[src/hsim_pkg.sv]
`timescale 1ns / 1ps

package hsim_pkg;

    localparam int STORE_DEPTH  = 4096;
    localparam int SCALE_LEVELS = 64;
    localparam int ADDR_W       = $clog2(STORE_DEPTH);
    localparam int WIDE_W       = 29;
    localparam int T_W          = 19;
    localparam int CFG_W        = 9;
    localparam int DIV_W        = 10;
    localparam int DIV_STEPS    = DIV_W;
    localparam int QUEUE_DEPTH  = 2;

    localparam logic FUNC_LOAD  = 1'b0;
    localparam logic FUNC_QUERY = 1'b1;

    typedef enum logic [2:0] {
        REG_Y_CHANNEL_COUNT = 3'd0,
        REG_Y_PLANE_HEIGHT  = 3'd1,
        REG_Y_PLANE_WIDTH   = 3'd2,
        REG_CHAN_SHARE      = 3'd3,
        REG_Z_PLANE_HEIGHT  = 3'd4,
        REG_Z_PLANE_WIDTH   = 3'd5
    } cfg_reg_t;

    typedef struct packed {
        logic        func;
        logic [11:0] load_address;
        logic [15:0] half_bits;
        logic [6:0]  out_channel;
        logic [7:0]  row;
        logic [7:0]  col;
    } in_item_t;

    typedef struct packed {
        logic [5:0] scale_first;
        logic [5:0] scale_second;
        logic       fault;
    } result_t;

    typedef struct packed {
        logic [CFG_W-1:0] y_channel_count;
        logic [CFG_W-1:0] y_plane_height;
        logic [CFG_W-1:0] y_plane_width;
        logic [CFG_W-1:0] chan_share;
        logic [CFG_W-1:0] z_plane_height;
        logic [CFG_W-1:0] z_plane_width;
    } cfg_t;

    typedef enum logic [1:0] {
        KIND_LOAD,
        KIND_DROP,
        KIND_QUERY,
        KIND_FAULT
    } kind_t;

    typedef struct packed {
        kind_t    kind;
        in_item_t item;
    } entry_t;

    typedef struct packed {
        logic             start;
        logic [DIV_W-1:0] dividend;
        logic [CFG_W-1:0] divisor;
    } div_req_t;

    typedef struct packed {
        logic             done;
        logic [DIV_W-1:0] quotient;
    } div_rsp_t;

    typedef enum logic [3:0] {
        S_IDLE,
        S_DIV_GO,
        S_DIV_WAIT,
        S_ADDR_T,
        S_ADDR_A,
        S_RD0,
        S_RD1,
        S_RD2,
        S_EMIT
    } back_state_t;

    typedef enum logic [2:0] {
        OP_RH,
        OP_RW,
        OP_SY,
        OP_SX,
        OP_C0,
        OP_C1
    } div_op_t;

endpackage

[src/hsim_queue.sv]
`timescale 1ns / 1ps

module hsim_queue (
    input  logic             clk,
    input  logic             rst_n,
    input  logic             push,
    input  hsim_pkg::entry_t wr_entry,
    output logic             full,
    input  logic             pop,
    output hsim_pkg::entry_t rd_entry,
    output logic             empty
);

    localparam int PTR_W = $clog2(hsim_pkg::QUEUE_DEPTH);
    localparam int CNT_W = $clog2(hsim_pkg::QUEUE_DEPTH + 1);
    localparam logic [PTR_W-1:0] PTR_LAST = PTR_W'(hsim_pkg::QUEUE_DEPTH - 1);

    hsim_pkg::entry_t slots [hsim_pkg::QUEUE_DEPTH];

    logic [PTR_W-1:0] wr_ptr_reg;
    logic [PTR_W-1:0] wr_ptr_next;
    logic [PTR_W-1:0] rd_ptr_reg;
    logic [PTR_W-1:0] rd_ptr_next;
    logic [CNT_W-1:0] count_reg;
    logic [CNT_W-1:0] count_next;
    logic             do_push;
    logic             do_pop;

    assign full     = count_reg == CNT_W'(hsim_pkg::QUEUE_DEPTH);
    assign empty    = count_reg == '0;
    assign do_push  = push && !full;
    assign do_pop   = pop && !empty;
    assign rd_entry = slots[rd_ptr_reg];

    always_comb
    begin
        wr_ptr_next = wr_ptr_reg;
        rd_ptr_next = rd_ptr_reg;
        count_next  = count_reg;
        if (do_push)
        begin
            wr_ptr_next = (wr_ptr_reg == PTR_LAST) ? '0 : wr_ptr_reg + PTR_W'(1);
        end
        if (do_pop)
        begin
            rd_ptr_next = (rd_ptr_reg == PTR_LAST) ? '0 : rd_ptr_reg + PTR_W'(1);
        end
        if (do_push && !do_pop)
        begin
            count_next = count_reg + CNT_W'(1);
        end
        else if (do_pop && !do_push)
        begin
            count_next = count_reg - CNT_W'(1);
        end
    end

    always_ff @(posedge clk or negedge rst_n)
    begin
        if (!rst_n)
        begin
            wr_ptr_reg <= '0;
            rd_ptr_reg <= '0;
            count_reg  <= '0;
        end
        else
        begin
            wr_ptr_reg <= wr_ptr_next;
            rd_ptr_reg <= rd_ptr_next;
            count_reg  <= count_next;
        end
    end

    always_ff @(posedge clk)
    begin
        if (do_push)
        begin
            slots[wr_ptr_reg] <= wr_entry;
        end
    end

endmodule

[config.mk]
export PLATFORM = sky130hd
export DESIGN_NAME = hsim_queue
export DESIGN_NICKNAME = d
export VERILOG_FILES = /design/src/hsim_pkg.sv /design/src/hsim_queue.sv
export SDC_FILE = /design/constraint.sdc
export NUM_CORES = 1
export LEC_CHECK = 0
export BUFFER_PORTS_ARGS = -buffer_cell sky130_fd_sc_hd__buf_2
export CORE_AREA = 2 2 124 126
export CTS_BUF_LIST = sky130_fd_sc_hd__clkbuf_2 sky130_fd_sc_hd__clkbuf_4 sky130_fd_sc_hd__clkbuf_8
export DETAILED_ROUTE_END_ITERATION = 12
export DIE_AREA = 0 0 126 128
export MAX_ROUTING_LAYER = met4
export SYNTH_ARGS = -nofsm -noshare
export SYNTH_HDL_FRONTEND = slang
export SYNTH_SLANG_ARGS = --single-unit
[constraint.sdc]
create_clock -name clk -period 5.2 [get_ports clk]
set_clock_uncertainty 0.05 [all_clocks]
set_input_delay 1.04 -clock clk [delete_from_list [all_inputs] [get_ports clk]]
set_output_delay 1.04 -clock clk [all_outputs]
set_load 0.05 [all_outputs]
==> metrics.csv <==
metric;value;unit
path_clk_slew;90;ps
nets;366;
io_pins;114;
period_share;62.8;%
slew_headroom;30.2;%
antenna_found_initial;1;
drt_iter0_drc;118;
status;finished, final reports clean;
design_area;5250;µm²
yosysSeqAreaShare;77.0;%
r2r_slack;2920;ps
drive_gt1_share;60.3;%
pwr-share-clk;15.1;%
place_area;5060;µm²
core;14900;µm²
synthCells;187;
final.setup.tns;0;ps
track_usage;9.82;%
antenna_left;0;
cts-htree-levels;3;
start_kind;flop;
grt_pass1_wl;11400;µm
drv_cap;0;
postCtsSetupBuffers;0;
place.gp.congestion;0.632;
final_core_util;35.3;%
ir_drop;475;µV
fmax;306;MHz
seq_power_share;41.6;%
ys_seq_elements;112;
syn_nets;246;
clk_latency;370;ps
syn_avg_cell_area;23.2;µm²
final_cell_mix;buf_2, edfxtp_1, mux2_4, clkbuf_8, mux2_2;
cp-end-kind;primary output;
crit_fanout;55;
ys_types;15;
cts_buffer_depth;2;
worst_slew_pin_slew;1050;ps
die_y;128;µm
fp-row-count;45;
min-delay-path-class;in2async;
vias;2063;
mostFrequentLayoutCell;buf_2;
dieWidth;126;µm
swShare;41.8;%
cts_made_buffers;9;
drv_slew;0;
cp.arrival;2180;ps
area_delta_synth_final;21.0;%
gr-total-overflow;0;
grt_max_degree;56;
start_util;29.2;%
powerDensity;643;nW/µm²
cts_resized;0;
yosysWarnings;0;
drt_pre_antenna_iters;4;
crit_required;4110;ps
drc_errors;0;
synth_area;4340;µm²
dp_hpwl;4800;µm
leakage;2.09;nW
largest_reg_flops;108;
crit_type;reg2out;
critPathCapture;rd_entry[32];
port-buffer-count;113;
min_period;3270;ps
grt_pass1_vias;2227;
p_switching;1.41;mW
internal_power;1.97;mW
wl;7400;µm
setup_viol;0;
power_frac_comb;43.3;%
r2r-start;count_reg[0];
cts_sinks;112;
grt_setup_unrepaired;false;
finalHoldViolCount;0;
worst_r2r_path_depth;4;
die_area;16100;µm²
r2r-end;slots[0][52];
wl_per_cell;14.8;µm
cts_tree;built;
cts-root-buf;clkbuf_8;
fin_total_pwr;3.38;mW
vias_per_cell;4.12;
hold_slack;405;ps
crit_path_start;rd_ptr_reg;
cts_hold_buf;0;
[cell type report]
cell class | count | area (µm²)
antenna | 1 | 2.50
clock buffer | 12 | 146
clock inverter | 4 | 45.0
fill | 1438 | 9610
inverter | 2 | 7.51
multi-input combinational | 67 | 890
sequential | 112 | 3350
tap | 188 | 235
timing repair buffer | 115 | 581
[logic make-up after synthesis]
family	count (synthesis)	share of synthesized area [%]
AOI/OAI and AO/OA	1	0.115
buffers and inverters	8	2.74
DFF	112	77.0
adders and majority gates	1	0.288
muxes	54	18.2
and+or+nand+nor	6	0.634
xor gates and xnor gates	5	1.01
[how the worst min path moves through the flow]
stage                       from           end  slack, ps
detailed placement  count_reg[1]  count_reg[1]        470
finish                     rst_n  count_reg[0]        400
CTS                        rst_n  count_reg[0]        370
floorplan             wr_ptr_reg    wr_ptr_reg        410
global route               rst_n  count_reg[0]        370
global placement    count_reg[1]  count_reg[1]        460
[Yosys cell counts]
cell type    n  area [µm²]
xor2_1       2        17.5
xnor2_1      3        26.3
mux2_4      49         736
nand2_1      1        3.75
nor2_1       3        11.3
buf_12       5         100
edfxtp_1   108        3240
mux2_2       5        56.3
o21ai_1      1        5.00
nand2b_1     1        6.26
ha_1         1        12.5
inv_1        2        7.51
buf_6        1        11.3
and3_1       1        6.26
dfrtp_1      4         100
[stage by stage]
step	cells	setup WS, ps
finish	501	1930
floorplan	187	1290
CTS	500	1880
global placement	484	2330
global route	501	1810
detailed placement	484	2320
[layer usage]
metal,up-vias,GRT usage [%],wire length (µm)
met5,-,-,0
met4,0,5.24,184
met3,12,2.92,476
met2,79,14.8,3480
met1,1007,11.9,3260
li1,965,-,-
[critical path, cell delays in order, from the launching register on]
cell and delay (ps):
dfrtp_4 1090, mux2_2 430, buf_2 210
[power groups by stage]
stage / clock (mW) / combinational, mW / sequential, mW
2_1_floorplan: 0 / 1.39 / 1.31
3_3_place_gp: 0 / 1.48 / 1.43
3_5_place_dp: 0 / 1.48 / 1.44
4_1_cts: 0.537 / 1.49 / 1.42
5_1_grt: 0.570 / 1.54 / 1.44
6_report: 0.509 / 1.46 / 1.41
Power figures use the tool's default switching activity.
