`config.mk`:
```
export PLATFORM = sky130hd
export DESIGN_NAME = hsim_front
export DESIGN_NICKNAME = d
export VERILOG_FILES = /design/src/hsim_pkg.sv /design/src/hsim_front.sv
export SDC_FILE = /design/constraint.sdc
export NUM_CORES = 1
export LEC_CHECK = 0
export ABC_AREA = 1
export BUFFER_PORTS_ARGS = -buffer_cell sky130_fd_sc_hd__buf_2
export CORE_MARGIN = 3
export CORE_UTILIZATION = 30
export CTS_CLUSTER_DIAMETER = 120
export DETAILED_ROUTE_END_ITERATION = 6
export SLEW_MARGIN = 20
export SYNTH_ARGS = -nofsm -noshare
export SYNTH_HDL_FRONTEND = slang
export SYNTH_SLANG_ARGS = --single-unit
```
`constraint.sdc`:
```
create_clock -name clk -period 1.81 [get_ports clk]
set_clock_uncertainty 0.1 [all_clocks]
set_input_delay 0.362 -clock clk [delete_from_list [all_inputs] [get_ports clk]]
set_output_delay 0.362 -clock clk [all_outputs]
set_load 0.02 [all_outputs]
```
`src/hsim_pkg.sv`:
```
`timescale 1ns / 1ps

package hsim_pkg;

    localparam int STORE_DEPTH  = 4096;
    localparam int SCALE_LEVELS = 64;
    localparam int ADDR_W       = $clog2(STORE_DEPTH);
    localparam int WIDE_W       = 29;
    localparam int T_W          = 19;
    localparam int CFG_W        = 9;
    localparam int DIV_W        = 10;
    localparam int DIV_STEPS    = DIV_W;
    localparam int QUEUE_DEPTH  = 2;

    localparam logic FUNC_LOAD  = 1'b0;
    localparam logic FUNC_QUERY = 1'b1;

    typedef enum logic [2:0] {
        REG_Y_CHANNEL_COUNT = 3'd0,
        REG_Y_PLANE_HEIGHT  = 3'd1,
        REG_Y_PLANE_WIDTH   = 3'd2,
        REG_CHAN_SHARE      = 3'd3,
        REG_Z_PLANE_HEIGHT  = 3'd4,
        REG_Z_PLANE_WIDTH   = 3'd5
    } cfg_reg_t;

    typedef struct packed {
        logic        func;
        logic [11:0] load_address;
        logic [15:0] half_bits;
        logic [6:0]  out_channel;
        logic [7:0]  row;
        logic [7:0]  col;
    } in_item_t;

    typedef struct packed {
        logic [5:0] scale_first;
        logic [5:0] scale_second;
        logic       fault;
    } result_t;

    typedef struct packed {
        logic [CFG_W-1:0] y_channel_count;
        logic [CFG_W-1:0] y_plane_height;
        logic [CFG_W-1:0] y_plane_width;
        logic [CFG_W-1:0] chan_share;
        logic [CFG_W-1:0] z_plane_height;
        logic [CFG_W-1:0] z_plane_width;
    } cfg_t;

    typedef enum logic [1:0] {
        KIND_LOAD,
        KIND_DROP,
        KIND_QUERY,
        KIND_FAULT
    } kind_t;

    typedef struct packed {
        kind_t    kind;
        in_item_t item;
    } entry_t;

    typedef struct packed {
        logic             start;
        logic [DIV_W-1:0] dividend;
        logic [CFG_W-1:0] divisor;
    } div_req_t;

    typedef struct packed {
        logic             done;
        logic [DIV_W-1:0] quotient;
    } div_rsp_t;

    typedef enum logic [3:0] {
        S_IDLE,
        S_DIV_GO,
        S_DIV_WAIT,
        S_ADDR_T,
        S_ADDR_A,
        S_RD0,
        S_RD1,
        S_RD2,
        S_EMIT
    } back_state_t;

    typedef enum logic [2:0] {
        OP_RH,
        OP_RW,
        OP_SY,
        OP_SX,
        OP_C0,
        OP_C1
    } div_op_t;

endpackage

```
`src/hsim_front.sv`:
```
`timescale 1ns / 1ps

module hsim_front (
    input  logic                     clk,
    input  logic                     rst_n,
    input  logic                     push,
    input  hsim_pkg::in_item_t       item,
    output logic                     full,
    input  logic                     cfg_valid,
    output logic                     cfg_ready,
    input  logic [2:0]               cfg_index,
    input  logic [hsim_pkg::CFG_W-1:0] cfg_data,
    input  logic                     q_full,
    output logic                     q_push,
    output hsim_pkg::entry_t         q_entry,
    output hsim_pkg::cfg_t           cfg
);

    hsim_pkg::cfg_t cfg_reg;
    hsim_pkg::cfg_t cfg_next;

    logic [7:0]                      half;
    logic                            query_bad;
    logic                            load_ok;
    logic [hsim_pkg::WIDE_W-1:0]     load_wide;

    assign cfg_ready = 1'b1;
    assign cfg       = cfg_reg;

    always_comb
    begin
        cfg_next = cfg_reg;
        if (cfg_valid)
        begin
            case (cfg_index)
                hsim_pkg::REG_Y_CHANNEL_COUNT: cfg_next.y_channel_count = cfg_data;
                hsim_pkg::REG_Y_PLANE_HEIGHT:  cfg_next.y_plane_height  = cfg_data;
                hsim_pkg::REG_Y_PLANE_WIDTH:   cfg_next.y_plane_width   = cfg_data;
                hsim_pkg::REG_CHAN_SHARE:      cfg_next.chan_share      = cfg_data;
                hsim_pkg::REG_Z_PLANE_HEIGHT:  cfg_next.z_plane_height  = cfg_data;
                hsim_pkg::REG_Z_PLANE_WIDTH:   cfg_next.z_plane_width   = cfg_data;
                default: ;
            endcase
        end
    end

    always_ff @(posedge clk or negedge rst_n)
    begin
        if (!rst_n)
        begin
            cfg_reg.y_channel_count <= hsim_pkg::CFG_W'(2);
            cfg_reg.y_plane_height  <= hsim_pkg::CFG_W'(1);
            cfg_reg.y_plane_width   <= hsim_pkg::CFG_W'(1);
            cfg_reg.chan_share      <= hsim_pkg::CFG_W'(1);
            cfg_reg.z_plane_height  <= hsim_pkg::CFG_W'(1);
            cfg_reg.z_plane_width   <= hsim_pkg::CFG_W'(1);
        end
        else
        begin
            cfg_reg <= cfg_next;
        end
    end

    // query checks that depend on the fields and registers alone
    assign half      = cfg_reg.y_channel_count[8:1];
    assign query_bad = ({1'b0, item.out_channel} >= half)
                    || ({1'b0, item.row} >= cfg_reg.y_plane_height)
                    || ({1'b0, item.col} >= cfg_reg.y_plane_width)
                    || (cfg_reg.chan_share == '0)
                    || (cfg_reg.z_plane_height == '0)
                    || (cfg_reg.z_plane_width == '0);
    assign load_wide = hsim_pkg::WIDE_W'(item.load_address);
    assign load_ok   = load_wide < hsim_pkg::WIDE_W'(hsim_pkg::STORE_DEPTH);

    always_comb
    begin
        q_entry.item = item;
        if (item.func == hsim_pkg::FUNC_LOAD)
        begin
            q_entry.kind = load_ok ? hsim_pkg::KIND_LOAD : hsim_pkg::KIND_DROP;
        end
        else
        begin
            q_entry.kind = query_bad ? hsim_pkg::KIND_FAULT : hsim_pkg::KIND_QUERY;
        end
    end

    assign full   = q_full;
    assign q_push = push && !q_full;

endmodule

```
==> flow_metrics.py, run 1 <==
metrics = {
    "final_layout": {
        "largest_reg_flops": 54,
        "fin_nets": 582,
        "nFillCells": 1119,
        "multi_input_area_um2": 1331,
        "drive_gt1_frac": 0.4582,
        "diodes": 0,
        "syn_to_final_growth_pct": 25.25,
        "ff_latch_area_um2": 1378,
    },
    "status": {
        "status": "finished with violations",
        "violations": "negative setup slack",
    },
    "synthesis": {
        "syn_inst": 392,
        "yosys_warnings": 0,
        "synth_flop_cell": "dfrtp_1",
        "synth_edf_count": 0,
        "yosysTopAreaCellShare": 0.3741,
        "synth_nets": 484,
        "ys_top_cells_by_count": "nand2_1, buf_4, inv_1, o21ai_0, dfrtp_1",
        "avgSynthCellArea_um2": 8.190,
        "yosysUniqueCellTypes": 21,
        "seq_area_frac_synth": 0.4232,
        "synth_most_common_cell": "nand2_1",
        "synth_top_cell_by_area": "dfrtp_1",
        "synth_seq_cells": 54,
        "synth_area_leaders": "dfrtp_1, buf_4, nand2_1, ha_1, o21ai_0",
        "syn-cell-area_um2": 3211,
        "synthArstFlopShare": 1.000,
    },
    "route": {
        "route.detailed.drc": 0,
        "via_per_inst": 4.287,
        "wl_met1_um": 3846,
        "wl_met3_um": 582,
        "drtIter0Drc": 132,
        "ant_nets": 0,
        "dr.pass1.iters": 4,
        "totalWireLength_um": 8682,
        "wl_met2_um": 4151,
        "avgRoutedWirePerCell_um": 13.85,
        "dr.max_layer_used": "met4",
        "dr_total_vias": 2688,
    },
    "setup_path": {
        "path_class": "register to primary output",
        "cp_common_cell": "nand2_1",
        "crit_path_max_incr_delay_ns": 0.57,
        "critPathMaxFanout": 2,
        "crit_chain": "ha_4, inv_2, nand2_1, nand2_1, nand2_1, nand2_1, nand2_2, nand2_2, nand3_2, nor2_4, nor2_2, buf_6",
        "cp-end-kind": "primary output",
        "critPathTopFamily": "flip-flops",
        "arrival_ns": 1.79,
        "cp_slowest_cell": "dfstp_2",
        "worst_ep_required_time_ns": 1.35,
        "cp.buffers_inverters": 2,
        "cp-start-kind": "register",
    },
    "floorplan": {
        "core-area_um2": 10370,
        "ios": 180,
        "row_count": 37,
        "start_util": 0.3096,
        "die_w_um": 109.5,
        "die_area_um2": 11980,
        "die_y_um": 109.5,
    },
    "clock_tree": {
        "cts_tree": "done",
        "path_clk_slew_ns": 0.10,
        "cts_buffer_depth": 2,
        "clock_latency_ns": 0.31,
        "htreeDepth": 2,
        "cts_inserted_buffers": 5,
        "cts_sinks": 54,
        "clockRootBuffer": "clkbuf_8",
    },
    "global_route": {
        "grt_pass1_vias": 2625,
        "grt_pass1_wl_um": 13230,
        "grt_max_degree": 55,
        "gr-total-overflow": 0,
        "grt.total_usage": 0.1476,
        "antenna_found_initial": 0,
    },
    "power_and_ir_drop": {
        "cellLeakagePower_nw": 2.187,
        "power.internal_mw": 2.412,
        "clkPwrFrac": 0.174,
        "ir_drop_mv": 0.3840,
        "comb_power_share": 0.415,
        "power.share.sequential": 0.411,
        "cellPowerDensity_nw_per_um2": 980.2,
        "p_switching_mw": 1.530,
        "swShare": 0.3882,
    },
    "timing": {
        "hold_violations": 0,
        "finalSetupViolCount": 1,
        "fin_tns_setup_ns": -0.4384,
        "slew_violations": 0,
        "rsz0062_at_grt": "yes",
        "finalCritPeriodShare": 1.242,
        "post-route-min-period_ns": 2.248,
        "fin_ws_ns": -0.4384,
        "fmax_mhz": 444.8,
    },
    "placement": {
        "portBuffers": 122,
        "place_congestion": 0.7642,
        "dpl.hpwl_um": 6639,
        "place_ws_ns": -0.2692,
    },
    "job": {
        "maxCapViolations": 0,
    },
    "min_path": {
        "worstHoldPathType": "primary input to register",
    },
}
==> placed cells by master, fill, tap and decap left out, types with 12 or more instances in the layout <==
cell,n
nand2_2,12
nor2_1,17
ha_1,14
buf_4,28
o21ai_0,49
nand2_1,88
buf_2,121
inv_2,12
dfrtp_1,33
dfrtp_2,15
inv_1,41
==> logic make-up after synthesis <==
logic type      share of synthesized area
buf+inv                            0.2116
compound gates                    0.09041
fa+ha+maj                         0.08963
flops                              0.4232
simple gates                       0.1839
other cells                      0.001168
==> layout make-up <==
cell class,instances,area share
flip-flops and latches,54,0.3426
clock buffers,6,0.01805
multi-input cells,224,0.3311
inverters,53,0.04947
repair buffers,152,0.2131
well taps,136,0.04231
clock inverters,2,0.003423
==> power groups by stage <==
stage               Sequential (mW)  Combinational (mW)  Clock, mW
floorplan                      1.94               0.754          0
global placement               1.63                1.59          0
detailed placement             1.65                1.61          0
CTS                            1.62                1.63      0.720
global route                   1.66                1.85      0.773
finish                         1.62                1.64      0.684
==> path summary, 6_finish.rpt <==
path,start,endpoint,slack [ns],cells after the start
hold / removal,cfg_data[6],cfg[15]$_DFFE_PN0P_,0.32,3
setup reg to reg,cfg[46]$_DFFE_PN1P_,cfg[46]$_DFFE_PN1P_,0.84,3
max in group asynchronous,rst_n,cfg[46]$_DFFE_PN1P_,0.84,3
setup / recovery,cfg[46]$_DFFE_PN1P_,q_entry[52],-0.44,12
hold reg to reg,cfg[45]$_DFFE_PN0P_,cfg[45]$_DFFE_PN0P_,0.42,2
min in group asynchronous,rst_n,cfg[2]$_DFFE_PN0P_,0.47,3
==> layer usage <==
metal | vias to the layer above | global-route usage
met2 | 89 | 0.2550
met3 | 14 | 0.03171
met4 | 0 | 0.03473
li1 | 1363 | -
met5 | - | 0
met1 | 1222 | 0.1883
==> timing repair <==
| action | 4_1_cts | 5_1_grt |
|---|---|---|
| buffers inserted | 0 | 0 |
| setup endpoints to repair | 1 | 1 |
| hold endpoints to repair | 48 | 0 |
| hold buffers | 1 | 0 |
| resized for setup | 4 | 9 |
| pin swaps | 3 | 6 |
==> metrics by stage <==
stage	std cells	utilization	total power, mW	hold slack, ns	cell area, um^2
finish	627	0.3878	3.942	0.3186	4021
global route	627	0.3878	4.277	0.3647	4021
CTS	627	0.3840	3.978	0.3231	3983
detailed placement	618	0.3739	3.259	0.2883	3877
global placement	618	0.3739	3.221	0.2816	3877
floorplan	392	-	2.692	-0.03359	3347
==> tightest hold or removal path, cell delays in order <==
cell,delay (ns)
buf_2,0.08
inv_1,0.11
o21ai_1,0.15
No activity file was read; power rests on OpenSTA's default activity.
==> run 2, diff against run 1 <==
--- a/config.mk
+++ b/config.mk
@@ -5,9 +5,7 @@
 export SDC_FILE = /design/constraint.sdc
 export NUM_CORES = 1
 export LEC_CHECK = 0
-export ABC_AREA = 1
 export BUFFER_PORTS_ARGS = -buffer_cell sky130_fd_sc_hd__buf_2
-export CORE_MARGIN = 3
 export CORE_UTILIZATION = 30
 export CTS_CLUSTER_DIAMETER = 120
 export DETAILED_ROUTE_END_ITERATION = 6
==> flow_metrics.py, run 2 <==
metrics = {
    "setup_path": {
        "cp-start-kind": "register",
        "cp_slowest_cell": "or4_4",
        "worst_ep_required_time_ns": 1.35,
        "rrSetupSlack_ns": 0.81,
        "crit_chain": "inv_2, ha_4, a21o_1, a21oi_2, o22ai_1, or4_4, o31a_1, buf_6",
        "critPathMaxFanout": 2,
        "cp-end-kind": "primary output",
        "path_class": "register to primary output",
        "crit_path_max_incr_delay_ns": 0.51,
        "arrival_ns": 2.32,
    },
    "clock_tree": {
        "cts_buffer_depth": 2,
        "path_clk_slew_ns": 0.10,
        "cts_sinks": 54,
        "cts_inserted_buffers": 5,
        "htreeDepth": 2,
        "clock_latency_ns": 0.31,
        "cts_setup_buffers": 0,
        "clockRootBuffer": "clkbuf_8",
        "cts_tree": "done",
    },
    "global_route": {
        "grt_max_degree": 55,
        "grt_pass1_vias": 2252,
        "antenna_found_initial": 0,
        "grt_pass1_wl_um": 11680,
        "gr-total-overflow": 0,
        "grt.total_usage": 0.1513,
    },
    "synthesis": {
        "seq_area_frac_synth": 0.4425,
        "synth_top_family_by_area": "buffers and inverters",
        "synth-adder-area-share": 0.09372,
        "synth_seq_cells": 54,
        "synthMuxAreaShare": 0.1247,
        "synthArstFlopShare": 1.000,
        "syn-cell-area_um2": 3070,
        "synth_area_leaders": "dfrtp_1, buf_4, mux2_2, ha_1, dfstp_2",
        "avgSynthCellArea_um2": 10.62,
        "yosys.area_share.simple": 0.09861,
        "synth_most_common_cell": "buf_4",
        "ys_top_cells_by_count": "buf_4, dfrtp_1, mux2_2, ha_1, inv_1",
        "synth_flop_cell": "dfrtp_1",
        "yosysUniqueCellTypes": 31,
        "yosysTopAreaCellShare": 0.3912,
        "synth_xor_area_frac": 0,
        "syn_inst": 289,
        "synth_compound_area_frac": 0.06846,
        "synth_nets": 381,
        "synth_edf_count": 0,
        "yosys_warnings": 0,
        "synth_top_cell_by_area": "dfrtp_1",
    },
    "floorplan": {
        "die_area_um2": 10640,
        "die_w_um": 103.2,
        "core-area_um2": 9864,
        "die_y_um": 103.2,
        "start_util": 0.3113,
        "ios": 180,
        "row_count": 36,
    },
    "final_layout": {
        "fin_nets": 500,
        "drive_gt1_frac": 0.6039,
        "syn_to_final_growth_pct": 30.56,
        "final_common_cell": "buf_2",
        "largest_reg_flops": 54,
        "diodes": 0,
        "final_cell_mix": "buf_2, buf_4, dfrtp_1, mux2_2",
        "final_util": 0.4064,
    },
    "timing": {
        "slew_headroom": 0.6564,
        "rsz0062_at_grt": "yes",
        "post-route-min-period_ns": 2.780,
        "fmax_mhz": 359.7,
        "hold_violations": 0,
        "worstMarginPinSlew_ns": 0.5127,
        "slew_violations": 0,
        "finalSetupViolCount": 1,
        "fin_ws_ns": -0.9699,
        "finalCritPeriodShare": 1.536,
    },
    "route": {
        "totalWireLength_um": 7950,
        "ant_nets": 0,
        "route.detailed.drc": 0,
        "dr.pass1.iters": 4,
        "avgRoutedWirePerCell_um": 14.67,
        "via_per_inst": 4.435,
        "drtIter0Drc": 58,
        "dr_total_vias": 2404,
    },
    "power_and_ir_drop": {
        "cellLeakagePower_nw": 2.004,
        "p_total_mw": 4.125,
        "ir_drop_mv": 0.3932,
        "cellPowerDensity_nw_per_um2": 1029,
    },
    "status": {
        "status": "finished with violations",
        "violations": "negative setup slack",
    },
    "placement": {
        "dpl.hpwl_um": 6138,
        "portBuffers": 122,
        "place_congestion": 0.7496,
    },
    "min_path": {
        "worstHoldPathType": "primary input to register",
    },
    "job": {
        "maxCapViolations": 0,
    },
}
-- run 2: cells by family after synthesis --
| kind of cell | Yosys count |
|---|---|
| buffers and inverters | 84 |
| AND/OR/NAND/NOR | 55 |
| flip-flops | 54 |
| AO/OA/AOI/OAI | 38 |
| multiplexers | 34 |
| adder cells (fa/ha/maj) | 23 |
| other | 1 |
-- run 2: timing repair --
| item | in CTS | in global routing |
|---|---|---|
| hold buffers | 1 | 0 |
| pin swaps | 1 | 0 |
| setup endpoints to repair | 1 | 1 |
| endpoints found under the hold margin | 48 | 0 |
| resized for setup | 4 | 0 |
-- run 2: cell type report --
class                   instances  area [um^2]
repair buffers                173         1015
multi-input cells             151         1282
well taps                     133        166.4
inverters                      23        86.33
flip-flops and latches         54         1369
fillers                       998         5856
clock inverters                 3        21.27
clock buffers                   5        68.82
-- run 2: path summary, 6_finish.rpt --
| path | cells past startpoint | start | endpoint |
|---|---|---|---|
| setup / recovery | 8 | cfg[42]$_DFFE_PN0P_ | q_entry[52] |
| hold / removal | 3 | cfg_data[6] | cfg[33]$_DFFE_PN0P_ |
| setup reg to reg | 2 | cfg[26]$_DFFE_PN0P_ | cfg[26]$_DFFE_PN0P_ |
| hold reg to reg | 1 | cfg[45]$_DFFE_PN0P_ | cfg[45]$_DFFE_PN0P_ |
| max in group asynchronous | 3 | rst_n | cfg[0]$_DFFE_PN1P_ |
| min in group asynchronous | 3 | rst_n | cfg[48]$_DFFE_PN0P_ |
-- run 2: metrics by stage --
step           worst slack (ns)  std cells  area, um^2  hold WS, ns  setup TNS, ns
2_1_floorplan           -0.4804        289        3156     -0.03359        -0.4804
3_3_place_gp            -0.7497        533        3895       0.2863        -0.7497
3_5_place_dp            -0.7776        533        3895       0.2920        -0.7776
4_1_cts                  -1.025        542        4009       0.2724         -1.025
5_1_grt                  -1.095        542        4009       0.2887         -1.095
6_report                -0.9699        542        4009       0.2861        -0.9699
-- run 2: power breakdown --
| group | internal (mW) | switching [mW] | total [mW] |
|---|---|---|---|
| Clock | 0.273 | 0.425 | 0.699 |
| Sequential | 1.49 | 0.140 | 1.63 |
| Combinational | 0.841 | 0.953 | 1.79 |
-- run 2: worst max-delay path: cells and delay by family (launching register included) --
family	cells	cell delay [ns]
and+or+nand+nor	1	0.51
adders and majority gates	1	0.19
buffers and inverters	2	0.21
DFF	1	0.42
AOI/OAI and AO/OA	4	0.68
-- run 2: per-layer routing --
metal	wire length [um]	global-route usage	vias to the layer above
met1	3563	0.1939	1133
met2	3872	0.2595	80
met4	151	0.04659	0
met3	363	0.02644	22
met5	0	0	-
li1	-	-	1169
